$ cat config.mk
export PLATFORM = sky130hd
export DESIGN_NAME = ewp_front
export DESIGN_NICKNAME = d
export VERILOG_FILES = /design/src/hdl/ewp_pkg.sv /design/src/hdl/ewp_front.sv
export SDC_FILE = /design/constraint.sdc
export NUM_CORES = 1
export LEC_CHECK = 0
export BUFFER_PORTS_ARGS = -buffer_cell sky130_fd_sc_hd__buf_2
export CORE_MARGIN = 3
export CORE_UTILIZATION = 47
export DETAILED_ROUTE_END_ITERATION = 6
export PLACE_DENSITY_LB_ADDON = 0.25
export SLEW_MARGIN = 20
export SYNTH_ARGS = -nofsm -noshare
export SYNTH_HDL_FRONTEND = slang
export SYNTH_SLANG_ARGS = --single-unit
$ cat constraint.sdc
create_clock -name clock -period 10.69 [get_ports clock]
set_input_delay 2.138 -clock clock [delete_from_list [all_inputs] [get_ports clock]]
set_output_delay 2.138 -clock clock [all_outputs]
set_load 0.005 [all_outputs]
$ cat src/hdl/ewp_pkg.sv
// shared types, constants and register codes for the waveform playback unit
package ewp_pkg;

   // waveform table geometry (depth is a power of two, 65536 words)
   localparam int TABLE_AW    = 16;
   localparam int TABLE_DEPTH = 1 << TABLE_AW;
   localparam int WORD_W      = 16;

   // one group is eight rows, one table word holds eight 2-bit sub-phase codes
   localparam int ROWS   = 8;
   localparam int ROW_W  = $clog2(ROWS);
   localparam int SUBS   = 8;
   localparam int SUB_W  = $clog2(SUBS);
   localparam int CODE_W = 2;

   // field widths
   localparam int TRANS_W  = 12;
   localparam int MW_W     = 7;
   localparam int PHASE_W  = 8;
   localparam int NUM_W    = 4;
   localparam int TOP_W    = 12;
   localparam int CSR_W    = 12;
   localparam int WIDX_W   = PHASE_W - SUB_W;
   localparam int SQ_W     = 2 * MW_W;
   localparam int SUM_W    = 20;
   localparam int OFFSET_W = 23;

   // destination offset constants
   localparam int COL_SHIFT  = 3;
   localparam int XRES_WORDS = 'h104;
   localparam int ROW_BIAS   = 'h1a;

   // register reset values
   localparam logic [MW_W-1:0]    MW_RESET    = 7'd32;
   localparam logic [PHASE_W-1:0] PHASE_RESET = 8'd0;
   localparam logic [NUM_W-1:0]   FC_RESET    = 4'd1;
   localparam logic [TOP_W-1:0]   TOP_RESET   = 12'd0;

   typedef enum logic [1:0] {
      CSR_ROW_WIDTH = 2'd0,
      CSR_PHASE     = 2'd1,
      CSR_BURST_LEN = 2'd2,
      CSR_RECT_TOP  = 2'd3
   } csr_index_type;

   typedef enum logic {
      CMD_PLAY  = 1'b0,
      CMD_WRITE = 1'b1
   } cmd_type;

   typedef logic [TABLE_AW-1:0]            addr_type;
   typedef logic [SUM_W-1:0]               sum_type;
   typedef logic [WORD_W-1:0]              word_type;
   typedef logic [ROW_W-1:0]               row_type;
   typedef logic [SUB_W-1:0]               sub_idx_type;
   typedef logic [NUM_W-1:0]               num_type;
   typedef logic [SQ_W-1:0]                sq_type;
   typedef logic [OFFSET_W-1:0]            offset_type;
   typedef logic [OFFSET_W-3:0]            off_words_type;
   typedef logic [ROWS-1:0][TRANS_W-1:0]   trans_type;
   typedef logic [SUBS-1:0][WORD_W-1:0]    sub_type;

   typedef struct packed {
      cmd_type      cmd;
      logic [11:0]  column;
      logic [8:0]   group_index;
      logic [15:0]  table_address;
      logic [15:0]  table_word;
      logic [47:0]  rows_upper;
      logic [47:0]  rows_lower;
   } req_type;

   typedef struct packed {
      logic [2:0]   frame_slot;
      logic [22:0]  byte_offset;
      logic [15:0]  drive_bits;
      logic         last;
   } rsp_type;

   typedef struct packed {
      logic [MW_W-1:0]    row_width;
      logic [PHASE_W-1:0] phase;
      logic [NUM_W-1:0]   burst_len;
      logic [TOP_W-1:0]   rect_top;
   } cfg_type;

   // per-group data that rides along with the table reads
   typedef struct packed {
      offset_type  offset;
      sub_idx_type first;
      num_type     num;
   } meta_type;

   // one transaction after the address and offset stages
   typedef struct packed {
      cmd_type                 cmd;
      addr_type                wr_addr;
      word_type                wr_word;
      trans_type               trans;
      sq_type                  sq;
      logic [WIDX_W-1:0]       widx;
      meta_type                meta;
   } job_type;

   // one fully gathered and transposed group
   typedef struct packed {
      sub_type  sub;
      meta_type meta;
   } grp_type;

endpackage

$ cat src/hdl/ewp_front.sv
// input register and address/offset stages of the waveform playback unit
module ewp_front (
   input  logic             clock,
   input  logic             reset,
   input  ewp_pkg::cfg_type cfg,
   input  logic             req_valid,
   output logic             req_ready,
   input  ewp_pkg::req_type req_data,
   output logic             job_vld,
   input  logic             job_rdy,
   output ewp_pkg::job_type job
);

   logic             s1_vld_ff;
   ewp_pkg::req_type s1_ff;
   logic             s2_vld_ff;
   ewp_pkg::job_type s2_ff;
   ewp_pkg::job_type s2_in;
   logic             s2_free;

   ewp_pkg::off_words_type col_sum;
   ewp_pkg::off_words_type off_words;
   ewp_pkg::num_type       avail;
   ewp_pkg::sub_idx_type   first;

   // stage flow control
   assign s2_free   = !s2_vld_ff || job_rdy;
   assign req_ready = !s1_vld_ff || s2_free;

   // second stage contents: square of the row width, offset, frame count
   always_comb begin
      first   = cfg.phase[ewp_pkg::SUB_W-1:0];
      avail   = ewp_pkg::num_type'(ewp_pkg::SUBS) - ewp_pkg::num_type'(first);
      col_sum = ewp_pkg::off_words_type'(s1_ff.column)
              + ewp_pkg::off_words_type'(ewp_pkg::COL_SHIFT);
      off_words = col_sum * ewp_pkg::off_words_type'(ewp_pkg::XRES_WORDS)
                + ewp_pkg::off_words_type'(cfg.rect_top >> ewp_pkg::ROW_W)
                + ewp_pkg::off_words_type'(s1_ff.group_index)
                + ewp_pkg::off_words_type'(ewp_pkg::ROW_BIAS);

      s2_in.cmd        = s1_ff.cmd;
      s2_in.wr_addr    = ewp_pkg::addr_type'(ewp_pkg::sum_type'(s1_ff.table_address));
      s2_in.wr_word    = s1_ff.table_word;
      s2_in.trans      = {s1_ff.rows_lower, s1_ff.rows_upper};
      s2_in.sq         = ewp_pkg::sq_type'(cfg.row_width)
                       * ewp_pkg::sq_type'(cfg.row_width);
      s2_in.widx       = cfg.phase[ewp_pkg::PHASE_W-1:ewp_pkg::SUB_W];
      s2_in.meta.offset = ewp_pkg::offset_type'({off_words, 2'b00});
      s2_in.meta.first = first;
      s2_in.meta.num   = (cfg.burst_len < avail) ? cfg.burst_len : avail;
   end

   // valid bits
   always_ff @(posedge clock) begin
      if (reset) begin
         s1_vld_ff <= 1'b0;
         s2_vld_ff <= 1'b0;
      end else begin
         if (req_ready) begin
            s1_vld_ff <= req_valid;
         end
         if (s2_free) begin
            s2_vld_ff <= s1_vld_ff;
         end
      end
   end

   // payload registers
   always_ff @(posedge clock) begin
      if (req_ready && req_valid) begin
         s1_ff <= req_data;
      end
      if (s2_free && s1_vld_ff) begin
         s2_ff <= s2_in;
      end
   end

   assign job_vld = s2_vld_ff;
   assign job     = s2_ff;

endmodule

==> metrics.md <==
| Metric | Value |
|---|---|
| Clock sinks | `327` |
| Relative slew margins | `34.0%` |
| Peak Freq | `177 MHz` |
| DRC | `0` |
| Critical path buffers and inverters | `3` |
| LEAKAGE | `6.74 nW` |
| Max-slew violations | `0` |
| Synthesized area | `0.0129 mm2` |
| CTS tree | `built` |
| RePlAce Congestion | `0.819` |
| Final Hold Vio Count | `0` |
| Grt ovf | `0` |
| Max_cap viols | `0` |
| Synth cell types | `59` |
| Num ports | `365` |
| Clock buffer depth | `3` |
| Die area | `0.0295 mm2` |
| RSZ-0062 raised after global routing | `no` |
| Clk Latency, worst-skew pair | `0.50 ns` |
| Largest net degree at the start of global routing | `176` |
| Status | `complete, no violations` |
| Row cnt | `59` |
| Synthesized area per cell | `17.9 um2` |
| Initial core utilization | `48.7%` |
| Place WS | `4.51 ns` |
| Final Cycle Share | `52.9%` |
| Crit path max-delay family | `adder cells` |
| Drt wl/cell | `18.1 um` |
| Worst Tran Pin Value | `0.989 ns` |
| Post-route ant nets | `0` |
| Crit path largest cell delay | `0.54 ns` |
| # resized after CTS | `0` |
| Setup violations, final | `0` |
| CP max stage cell | `fa_1` |
| Die Height | `172 um` |
| Most frequent CP cell | `fa_1` |
| Post-synthesis sequential area ratio | `76.0%` |
| Final core occ | `61.3%` |
| Critical Path, Cell by Cell | `buf_2, and2_1, fa_1, fa_1, inv_1, fa_1, inv_1, fa_1, ha_1, or2_2, a21oi_1, a21oi_1, a21o_1, a21oi_1, xnor2_1` |
| Routed wire length | `26700 um` |
| Startpoint types | `input pin` |
| Die Span X | `172 um` |
| Port-buffer cells | `358` |
| Class of the worst hold path | `reg2reg` |
| Setup slack after layout | `5.04 ns` |
| Ranking of synthesized cells by area | `edfxtp_1 (76%), ha_1 (6.0%), fa_1 (3.6%)` |
| Worst EP required | `10.94 ns` |
| Setup tns final | `0 ns` |
| Initial antenna violation count | `7` |
| # nets final | `1386` |
| Yosys warns | `0` |
| Peak VDD IR | `0.182 mV` |
| Critical path class | `in2reg` |
| Placed cells | `1413` |
| First-pass GRT wire length | `39000 um` |
| Via count | `7238` |
| Hold-fix buffers at CTS | `0` |
| Drt via density | `4.90` |
| H-tree depth | `2` |
| Fraction of layout cells with a size suffix above 1 | `37.5%` |
| Clk_skew | `0.0107 ns` |
| Post-Syn Instances | `721` |
| Shortest period the worst path allows | `5.65 ns` |
| Async SR Flop Fraction | `0%` |
| Number of CTS-inserted buffers | `35` |
| Pre-antenna DRT Iters | `4` |
| Layout Cells excl Fill | `1478` |
| CORE AREA | `0.0265 mm2` |
| Overall Global Routing Usage | `17.4%` |
| PD cells | `192 mW/mm2` |
| Area grow syn2layout | `25.9%` |
| Clk slew on worst S/H paths | `0.06 ns` |
| Critical-path maximum fanout | `13` |
| Critical Path Sink Type | `flop` |
| Top-area cell type share of the netlist area | `75.7%` |
| 1st-iter DRT viols | `383` |
| Largest area contributor in the netlist | `edfxtp_1` |
| Critical Path AT | `5.90 ns` |
| Post-CTS Repair Setup Buffers | `0` |
| Number of global-route vias before repair | `7168` |
| #FFs+latches synth | `327` |
| Final HPWL DP | `19500 um` |
| EDFF count, synth | `325` |
| Clk root buf | `clkbuf_16` |
| Most used DFF post-synth | `edfxtp_1` |
## metrics by stage
step	instance area (um2)	hold WS, ns	power [mW]
floorplan	12900	0.400	1.88
global placement	15100	0.400	2.01
detailed placement	15100	0.405	2.02
CTS	16200	0.415	3.17
global route	16200	0.421	3.28
finish	16200	0.415	3.12
## per-layer routing
metal	vias to the layer above	wire, um	global-route usage, %
met5	-	56	0
met4	10	875	7.31
met3	69	2380	6.25
met2	254	13300	29.1
met1	3421	10100	20.6
li1	3484	-	-
## placed cells by master, fill, tap and decap left out, types with 3 or more instances in the layout
master,netlist,final
a211oi_1,3,3
a21o_1,7,7
a21oi_1,17,17
and2_1,17,16
and3_1,4,4
buf_2,0,358
clkbuf_1,2,5
clkbuf_16,0,36
clkinv_1,0,5
clkinv_2,0,8
conb_1,1,3
edfxtp_1,325,325
fa_1,23,23
ha_1,62,62
inv_1,64,64
nand2_1,22,22
nand2b_1,6,6
nand3_1,8,8
nand4b_1,3,3
nor2_1,29,29
nor2b_1,7,6
nor3_1,6,6
o211ai_1,3,3
o21a_1,6,6
o21ai_0,17,17
xnor2_1,31,31
xor2_1,10,10
## area by class of cell
type,count,area [um2]
fillers,2021,10300
well taps,335,419
diodes,2,5.00
flip-flops and latches,327,9800
clock inverters,19,139
inverters,64,240
multi-input cells,327,2840
clock buffers,43,947
repair buffers,361,1850
## power by group
part | internal, mW | switching, mW | leakage, nW
Clock | 0.658 | 0.472 | 0.537
Combinational | 0.204 | 0.249 | 3.08
Sequential | 1.52 | 0.0206 | 3.12
## Yosys cell counts (all sizes together) (2+ instances only)
master and instances:
edfxtp 325, inv 64, ha 62, xnor2 31, nor2 29, fa 23
nand2 22, a21oi 18, and2 17, o21ai 17, xor2 10, nand3 8
a21o 7, nor2b 7, nand2b 6, nor3 6, o21a 6, a211oi 5
and3 5, buf 3, nand4b 3, o211ai 3, a211o 2, and4b 2
clkbuf 2, dfxtp 2, nand3b 2, nor4 2, o2111a 2, o2111ai 2
o21bai 2, o31ai 2, o41ai 2, or2 2, or3 2
## cells by family (layout without fill, tap and decap cells)
logic type / count (synthesis) / count (layout) / share of synthesized area [%]
flip-flops: 327 / 327 / 76.0
AND/OR/NAND/NOR: 118 / 118 / 4.84
adder cells (fa/ha/maj): 85 / 85 / 9.59
AO/OA/AOI/OAI: 78 / 78 / 4.49
buffers and inverters: 69 / 487 / 2.10
XOR/XNOR: 41 / 41 / 2.79
multiplexers: 2 / 2 / 0.165
other: 1 / 5 / 0.0291
## sequential cells by signal, indices dropped and copies added (netlist names)
signal and cells:
s1_vld_ff 1, s1_ff 150, job 175, job_vld 1
## final timing paths
check / start / cells past startpoint / end / slack [ns]
max reg2reg: s1_ff[137]$_DFFE_PP_ / 15 / job[26]$_DFFE_PP_ / 6.10
min: s1_ff[112]$_DFFE_PP_ / 0 / job[161]$_DFFE_PP_ / 0.42
min reg2reg: s1_ff[112]$_DFFE_PP_ / 0 / job[161]$_DFFE_PP_ / 0.42
max: cfg[24] / 15 / job[46]$_DFFE_PP_ / 5.04
No activity file was read; power rests on OpenSTA's default activity.
