<file path="config.mk">
export PLATFORM = sky130hd
export DESIGN_NAME = ewp_emit
export DESIGN_NICKNAME = d
export VERILOG_FILES = /design/src/hdl/ewp_pkg.sv /design/src/hdl/ewp_emit.sv
export SDC_FILE = /design/constraint.sdc
export NUM_CORES = 1
export LEC_CHECK = 0
export ABC_AREA = 1
export BUFFER_PORTS_ARGS = -buffer_cell sky130_fd_sc_hd__buf_2
export CORE_ASPECT_RATIO = 1.5
export CORE_UTILIZATION = 52
export DETAILED_ROUTE_END_ITERATION = 8
export GPL_TIMING_DRIVEN = 0
export HOLD_SLACK_MARGIN = 0.05
export PLACE_DENSITY = 0.86
export SETUP_SLACK_MARGIN = 0.3
export SYNTH_ARGS = -nofsm -noshare
export SYNTH_HDL_FRONTEND = slang
export SYNTH_SLANG_ARGS = --single-unit
</file>
<file path="constraint.sdc">
create_clock -name clock -period 6.3 [get_ports clock]
set_input_delay 1.26 -clock clock [delete_from_list [all_inputs] [get_ports clock]]
set_output_delay 1.26 -clock clock [all_outputs]
set_load 0.005 [all_outputs]
</file>
<file path="src/hdl/ewp_pkg.sv">
// shared types, constants and register codes for the waveform playback unit
package ewp_pkg;

   // waveform table geometry (depth is a power of two, 65536 words)
   localparam int TABLE_AW    = 16;
   localparam int TABLE_DEPTH = 1 << TABLE_AW;
   localparam int WORD_W      = 16;

   // one group is eight rows, one table word holds eight 2-bit sub-phase codes
   localparam int ROWS   = 8;
   localparam int ROW_W  = $clog2(ROWS);
   localparam int SUBS   = 8;
   localparam int SUB_W  = $clog2(SUBS);
   localparam int CODE_W = 2;

   // field widths
   localparam int TRANS_W  = 12;
   localparam int MW_W     = 7;
   localparam int PHASE_W  = 8;
   localparam int NUM_W    = 4;
   localparam int TOP_W    = 12;
   localparam int CSR_W    = 12;
   localparam int WIDX_W   = PHASE_W - SUB_W;
   localparam int SQ_W     = 2 * MW_W;
   localparam int SUM_W    = 20;
   localparam int OFFSET_W = 23;

   // destination offset constants
   localparam int COL_SHIFT  = 3;
   localparam int XRES_WORDS = 'h104;
   localparam int ROW_BIAS   = 'h1a;

   // register reset values
   localparam logic [MW_W-1:0]    MW_RESET    = 7'd32;
   localparam logic [PHASE_W-1:0] PHASE_RESET = 8'd0;
   localparam logic [NUM_W-1:0]   FC_RESET    = 4'd1;
   localparam logic [TOP_W-1:0]   TOP_RESET   = 12'd0;

   typedef enum logic [1:0] {
      CSR_ROW_WIDTH = 2'd0,
      CSR_PHASE     = 2'd1,
      CSR_BURST_LEN = 2'd2,
      CSR_RECT_TOP  = 2'd3
   } csr_index_type;

   typedef enum logic {
      CMD_PLAY  = 1'b0,
      CMD_WRITE = 1'b1
   } cmd_type;

   typedef logic [TABLE_AW-1:0]            addr_type;
   typedef logic [SUM_W-1:0]               sum_type;
   typedef logic [WORD_W-1:0]              word_type;
   typedef logic [ROW_W-1:0]               row_type;
   typedef logic [SUB_W-1:0]               sub_idx_type;
   typedef logic [NUM_W-1:0]               num_type;
   typedef logic [SQ_W-1:0]                sq_type;
   typedef logic [OFFSET_W-1:0]            offset_type;
   typedef logic [OFFSET_W-3:0]            off_words_type;
   typedef logic [ROWS-1:0][TRANS_W-1:0]   trans_type;
   typedef logic [SUBS-1:0][WORD_W-1:0]    sub_type;

   typedef struct packed {
      cmd_type      cmd;
      logic [11:0]  column;
      logic [8:0]   group_index;
      logic [15:0]  table_address;
      logic [15:0]  table_word;
      logic [47:0]  rows_upper;
      logic [47:0]  rows_lower;
   } req_type;

   typedef struct packed {
      logic [2:0]   frame_slot;
      logic [22:0]  byte_offset;
      logic [15:0]  drive_bits;
      logic         last;
   } rsp_type;

   typedef struct packed {
      logic [MW_W-1:0]    row_width;
      logic [PHASE_W-1:0] phase;
      logic [NUM_W-1:0]   burst_len;
      logic [TOP_W-1:0]   rect_top;
   } cfg_type;

   // per-group data that rides along with the table reads
   typedef struct packed {
      offset_type  offset;
      sub_idx_type first;
      num_type     num;
   } meta_type;

   // one transaction after the address and offset stages
   typedef struct packed {
      cmd_type                 cmd;
      addr_type                wr_addr;
      word_type                wr_word;
      trans_type               trans;
      sq_type                  sq;
      logic [WIDX_W-1:0]       widx;
      meta_type                meta;
   } job_type;

   // one fully gathered and transposed group
   typedef struct packed {
      sub_type  sub;
      meta_type meta;
   } grp_type;

endpackage

</file>
<file path="src/hdl/ewp_emit.sv">
// frame word emitter and result register of the waveform playback unit
module ewp_emit (
   input  logic             clock,
   input  logic             reset,
   input  logic             grp_vld,
   output logic             grp_rdy,
   input  ewp_pkg::grp_type grp,
   output logic             rsp_valid,
   input  logic             rsp_ready,
   output ewp_pkg::rsp_type rsp_data
);

   logic                 em_vld_ff;
   ewp_pkg::grp_type     em_ff;
   ewp_pkg::sub_idx_type em_k_ff;
   logic                 rsp_vld_ff;
   ewp_pkg::rsp_type     rsp_ff;
   ewp_pkg::rsp_type     rsp_in;
   ewp_pkg::sub_idx_type sel;
   logic                 out_load;
   logic                 em_last;

   // one frame word per cycle into the result register while it is empty or being taken
   assign out_load = em_vld_ff && (!rsp_vld_ff || rsp_ready);
   assign em_last  = ((ewp_pkg::num_type'(em_k_ff) + ewp_pkg::num_type'(1)) == em_ff.meta.num);
   assign grp_rdy  = !em_vld_ff || (out_load && em_last);
   assign sel      = em_ff.meta.first + em_k_ff;

   always_comb begin
      rsp_in.frame_slot  = em_k_ff;
      rsp_in.byte_offset = em_ff.meta.offset;
      rsp_in.drive_bits  = em_ff.sub[sel];
      rsp_in.last        = em_last;
   end

   // emitter and result valid
   always_ff @(posedge clock) begin
      if (reset) begin
         em_vld_ff  <= 1'b0;
         em_k_ff    <= '0;
         rsp_vld_ff <= 1'b0;
      end else begin
         if (grp_vld && grp_rdy) begin
            em_vld_ff <= 1'b1;
            em_k_ff   <= '0;
         end else if (out_load) begin
            if (em_last) begin
               em_vld_ff <= 1'b0;
            end else begin
               em_k_ff <= em_k_ff + ewp_pkg::sub_idx_type'(1);
            end
         end
         if (out_load) begin
            rsp_vld_ff <= 1'b1;
         end else if (rsp_ready) begin
            rsp_vld_ff <= 1'b0;
         end
      end
   end

   // group and result payload
   always_ff @(posedge clock) begin
      if (grp_vld && grp_rdy) begin
         em_ff <= grp;
      end
      if (out_load) begin
         rsp_ff <= rsp_in;
      end
   end

   assign rsp_valid = rsp_vld_ff;
   assign rsp_data  = rsp_ff;

endmodule

</file>
==> results.ini, run 1 <==
[timing]
fmax_mhz=314
setup_tns_ns=0
hold_ws_ns=0.422
setup_viol=0
hold_viol=0
max_slew_margin=0.579
grt_setup_unrepaired=no
slew_violations=0
min_period_ns=3.19
finClkSkew_ns=0.00900
max_slew.worst_pin.slew_ns=0.632
final.period_utilization=0.506

[pwr]
seq_power_share=0.526
ir_drop_uv=212
combPwrFrac=0.103
power.leakage_nw=4.03
cellPowerDensity_nw_per_um2=317
p_clk_frac=0.371
p_int_w=0.00243
p_total_w=0.00311
p_switching_w=0.000683
netSwitchingFraction=0.219

[yosys]
syn_area_um2=7830
syn_inst=499
synth_cell_types=28
synthArstFlopShare=0
synth.avg_cell_area_um2=15.7
ys_ff_latch=206
ys.flop_type=edfxtp_1
yosysSeqAreaShare=0.784
synth_edf_count=201
syn_nets=664
yosysWarnings=0

[cells_and_area]
areaGrowthSynthToFinish_pct=25.3
finalNetCount=894
multiInputGateArea_um2=1300
final_cell_mix=buf_2 (211), edfxtp_1 (201), inv_1 (62)
seq_area_um2=6140
drive_gt1_frac=0.375
fill_cells=1073
layout_commonest_cell=buf_2
final_core_util=0.672

[outcome]
status=finished, final reports clean

[drt]
viasPerCell=5.17
firstDrtPassIters=4
num_vias=4854
drc=0
drt_first_iter_violations=293
ant_nets=0
avgRoutedWirePerCell_um=18.2
drt_wl_total_um=17000

[clock_network]
clkSinkCount=206
postCtsSetupRepairBufs=0
ctsResizeCount=0
cts.clk_slew.worst_paths_ns=0.06
postCtsHoldBufs=0
tritoncts=built
clk_path_buf_depth=3
cts_buffers=20
cts-root-buf=clkbuf_16
htree_num_levels=1
clk_latency_ns=0.48

[placed_design]
gp_congestion=0.813
place_hpwl_um=12400
portBuffers=206

[global_route]
antenna_found_initial=1
grt_pass1_wl_um=26400
grt_pass1_vias=5268
grt_max_degree=88
grt_usage=0.227
overflow=0

[floorplanning]
core_area_um2=14600
die_area_um2=15600
io_pins=207
initial_core_util=0.536
die_h_um=152
fp.dieW_um=102
row_count=54

[worst_setup_path]
path_cells=ha_1, nand2_1, nand2_1, nor2_4, nand4_1, nand2_1, buf_2
cp.arrival_ns=1.93
ff2ff_path_depth=9
cp_common_cell=nand2_1
crit_required_ns=5.04
cp-start-kind=register
max_stage_delay_ns=0.50
r2r_slack_ns=3.51
worstPathMaxFanout=8
cp-end-kind=output pin
crit_type=reg2out
crit_slowest_cell=dfxtp_1

[worst_hold_path]
holdPathStages=0
hold_class=reg2reg

[job]
cap_viol_max_count=0

-- state kept, by name, summed over array words and instances (netlist names) --
register	cells
em_k_ff	3
rsp_data	43
em_ff	158
rsp_valid	1
em_vld_ff	1
-- power by group through the flow --
| stage | sequential [W] | clock [W] | combinational [W] |
|---|---|---|---|
| 6_report | 0.00164 | 0.00115 | 0.000321 |
| 5_1_grt | 0.00164 | 0.00122 | 0.000358 |
| 4_1_cts | 0.00164 | 0.00117 | 0.000327 |
| 3_5_place_dp | 0.00167 | 0 | 0.000325 |
| 3_3_place_gp | 0.00167 | 0 | 0.000304 |
| 2_1_floorplan | 0.00167 | 0 | 0.000176 |
-- cell type report --
type / instances / area share
sequential: 206 / 0.626
multi-input combinational: 206 / 0.132
timing repair buffer: 208 / 0.110
clock buffer: 25 / 0.0551
inverter: 65 / 0.0254
tap: 196 / 0.0250
buffer: 22 / 0.0165
clock inverter: 9 / 0.00957
antenna: 1 / 0.000255
-- cell usage after synthesis, types with 3 or more instances --
cell        n  share of area
nand3_1     5         0.0032
nor2_1      3         0.0014
nand2_1    39          0.019
a21oi_2    10          0.011
a21oi_1    25          0.016
dfxtp_1     5          0.013
inv_1      63          0.030
o21ai_2     8         0.0090
buf_6       4         0.0058
clkbuf_1    7         0.0034
o21ai_0    42          0.027
buf_8       3         0.0058
o21ai_1    30          0.019
mux2i_1    32          0.041
buf_2       5         0.0032
edfxtp_1  201           0.77
-- layer usage --
metal,share of wire,track usage,wire length (µm)
met1,0.34,0.249,5850
met4,0.034,0.0946,571
met2,0.56,0.420,9470
met5,0,0,0
met3,0.067,0.0367,1150
-- logic make-up after synthesis --
group,count (synthesis),synth area share
mux,32,0.0409
simple gates,54,0.0312
fa+ha+maj,3,0.00575
buf+inv,87,0.0518
flops,206,0.784
compound gates,115,0.0822
xor+xnor,2,0.00416
-- path summary, 6_finish.rpt --
path | from | endpoint
worst min-delay path | em_ff[22] | rsp_data[32]
worst max register to register | em_k_ff[0] | em_ff[98]
worst max-delay path | em_k_ff[0] | grp_rdy
worst min register to register | em_ff[22] | rsp_data[32]
-- stage by stage --
step | worst slack (ns) | instance area [µm²] | cells
finish | 3.11 | 9800 | 938
global route | 2.99 | 9800 | 938
CTS | 3.12 | 9800 | 937
detailed placement | 3.15 | 9170 | 903
global placement | 0.208 | 9100 | 901
floorplan | 1.10 | 7830 | 499
-- worst max-delay path: cells and delay by family (launching register included) --
kind	cells	cell delay [ns]
flip-flops	1	0.50
adder cells (fa/ha/maj)	1	0.32
buffers and inverters	1	0.12
AND/OR/NAND/NOR	5	0.51
(Power assumes the default switching activity.)
==> run 2: changes to the inputs <==
--- a/config.mk
+++ b/config.mk
@@ -8,11 +8,11 @@
 export ABC_AREA = 1
 export BUFFER_PORTS_ARGS = -buffer_cell sky130_fd_sc_hd__buf_2
 export CORE_ASPECT_RATIO = 1.5
-export CORE_UTILIZATION = 52
+export CORE_UTILIZATION = 47
 export DETAILED_ROUTE_END_ITERATION = 8
 export GPL_TIMING_DRIVEN = 0
 export HOLD_SLACK_MARGIN = 0.05
-export PLACE_DENSITY = 0.86
+export PLACE_DENSITY = 0.82
 export SETUP_SLACK_MARGIN = 0.3
 export SYNTH_ARGS = -nofsm -noshare
 export SYNTH_HDL_FRONTEND = slang
==> constraint.sdc (replaced) <==
create_clock -name clock -period 2.8 [get_ports clock]
set_input_delay 0.56 -clock clock [delete_from_list [all_inputs] [get_ports clock]]
set_output_delay 0.56 -clock clock [all_outputs]
set_load 0.005 [all_outputs]
==> run 2 against run 1 <==
  * Total power grew 120%
  * First-iteration DRC count unchanged
  * Hold slack worse by 0.17 ns
  * Final area is 0.74% higher
  * Clock skew increased by 0.011 ns
  * Utilization decreased by 6.4 points
  * Clock-buffer cell count is 2 lower
  * Non-clock buffer count rose by 3
  * Register-to-register slack worse by 3.0 ns
  * Highest routed layer unchanged
  * Sequential share of layout area down 0.38 points
==> results.ini, run 2 (synthesis gave the netlist of run 1 again) <==
[cells_and_area]
final_cell_mix=buf_2 (210), edfxtp_1 (201), inv_1 (61)
final_core_util=0.607  ; -0.0644
fill_cells=1242  ; +16%
areaGrowthSynthToFinish_pct=26.2
largest_reg_flops=158  ; unchanged
layout_commonest_cell=buf_2
drive_gt1_frac=0.395  ; +0.0200
finalNetCount=897  ; +0.34%
regMostFlops=em_ff

[placed_design]
gp_congestion=0.768  ; -5.5%
post-place-ws_ns=0.150  ; -3.00 ns
portBuffers=206  ; unchanged
place_hpwl_um=12300  ; -0.13%

[floorplanning]
row_count=57  ; +5.6%
die_area_um2=17200  ; +10%
fp.dieW_um=107  ; +5.1%
initial_core_util=0.481  ; -0.0550
io_pins=207  ; unchanged
core_area_um2=16300  ; +11%
die_h_um=160  ; +5.1%

[clock_network]
clk_path_buf_depth=3  ; unchanged
clkSinkCount=206  ; unchanged
cts-root-buf=clkbuf_16
cts_buffers=19  ; -5.0%
htree_num_levels=1  ; unchanged
tritoncts=built
clk_latency_ns=0.48  ; about the same
cts.clk_slew.worst_paths_ns=0.07  ; about the same
postCtsHoldBufs=0  ; unchanged

[pwr]
p_switching_w=0.00153  ; +120%
cellPowerDensity_nw_per_um2=706  ; +120%
ir_drop_uv=506  ; +140%
p_clk_frac=0.367  ; -0.004
p_total_w=0.00698  ; +120%
p_int_w=0.00545  ; +120%
power.leakage_nw=4.05  ; +0.59%
combPwrFrac=0.106  ; +0.003
seq_power_share=0.527  ; about the same
netSwitchingFraction=0.219  ; -0.000329

[timing]
max_slew.worst_pin.slew_ns=0.711  ; +0.0787 ns
hold_ws_ns=0.251  ; -0.171 ns
slew_violations=0  ; unchanged
min_period_ns=2.32
finClkSkew_ns=0.0199  ; +0.0109 ns
fmax_mhz=431
grt_setup_unrepaired=no
final.period_utilization=0.828
setup_viol=0  ; unchanged
hold_viol=0  ; unchanged
max_slew_margin=0.525  ; -0.0535
fin_ws_ns=0.482  ; -2.63 ns

[worst_setup_path]
cp-end-kind=register
rr_startpoint=em_ff[4]
cp.arrival_ns=2.54  ; +0.61 ns
r2r_slack_ns=0.48  ; -3.03 ns
r2r_end=rsp_data[5]
worstPathMaxFanout=10  ; +2
endpoint=rsp_data[5]
cp-start-kind=register
crit_type=reg2reg
critPathLaunch=em_ff[4]
crit_required_ns=3.02  ; -2.02 ns
ff2ff_path_depth=9  ; unchanged

[drt]
ant_nets=0  ; unchanged
firstDrtPassIters=4  ; unchanged
viasPerCell=5.00  ; -3.4%
drt_wl_total_um=17000  ; about the same
num_vias=4755  ; -2.0%
drt_first_iter_violations=293  ; unchanged
avgRoutedWirePerCell_um=17.9  ; -1.4%
drc=0  ; unchanged

[global_route]
antenna_found_initial=1  ; unchanged
grt_usage=0.205  ; -0.0221
overflow=0  ; unchanged
grt_pass1_wl_um=26000  ; -1.5%
grt_max_degree=48  ; -45%
grt_pass1_vias=4943  ; -6.2%

[worst_hold_path]
hold_class=in2reg

[job]
cap_viol_max_count=0  ; unchanged

[outcome]
status=finished, final reports clean

[run 2: cell types whose count changed in the layout (fill, tap and decap cells not counted), moves of 2 or more]
cell	previous run	this run
clkbuf_16	21	19
nand2_1	39	35
clkbuf_1	11	6
buf_12	1	4
clkbuf_2	1	6
nand2_2	2	6
dfxtp_1	5	3
dfxtp_4	0	2
[run 2: timing repair]
| item | CTS | global route |
|---|---|---|
| hold endpoints to repair | 0 | 0 |
| setup endpoints to repair | 49 | 10 |
| buffers inserted | 1 | 0 |
| cloned | 1 | 0 |
| resized for setup | 3 | 6 |
[run 2: worst min path at each step]
stage,from,end,slack [ns],depth (start not counted)
finish,grp[5],em_ff[5],0.25,1
global route,grp[129],em_ff[129],0.24,1
CTS,grp[145],em_ff[145],0.24,1
detailed placement,em_ff[25],rsp_data[35],0.41,0
global placement,em_ff[12],rsp_data[22],0.40,0
floorplan,em_ff[7],rsp_data[17],0.40,0
[run 2: critical path: stages (launching register included)]
cell      delay [ns]
edfxtp_1        0.38
ha_1            0.22
fa_1            0.47
buf_2           0.20
clkbuf_2        0.27
a21oi_1         0.08
o21ai_0         0.13
o21ai_0         0.16
inv_1           0.08
o21ai_1         0.05
[run 2: power by group through the flow]
stage                     clock network, W  logic, W  registers (W)
after floorplan                          0  0.000400        0.00375
after global placement                   0  0.000703        0.00375
after detailed placement                 0  0.000744        0.00375
after CTS                          0.00260  0.000755        0.00368
after global routing               0.00272  0.000824        0.00369
final                              0.00256  0.000741        0.00368
[run 2: area by class of cell]
class                   instances  area (µm²)  area share
repair buffers                211        1120       0.113
flip-flops and latches        206        6140       0.622
diodes                          1        2.50    0.000253
clock buffers                  23         490      0.0497
clock inverters                10         121      0.0123
repair inverters                1        5.00    0.000507
plain buffers                  22         170      0.0172
inverters                      65         248      0.0251
well taps                     206         258      0.0261
multi-input cells             206        1320       0.134
[run 2: stage by stage]
| stage | instance area [µm²] | TNS (ns) | cells |
|---|---|---|---|
| floorplan | 7860 | -152.80 | 499 |
| global placement | 9150 | -299.28 | 911 |
| detailed placement | 9240 | 0 | 915 |
| CTS | 9870 | 0 | 950 |
| global route | 9880 | 0 | 951 |
| finish | 9880 | 0 | 951 |
[run 2: layer usage]
layer	GRT usage	vias to the layer above	share of wire
li1	-	2268	-
met1	0.229	2248	0.37
met2	0.374	198	0.53
met3	0.0347	41	0.065
met4	0.0909	0	0.039
met5	0	-	0
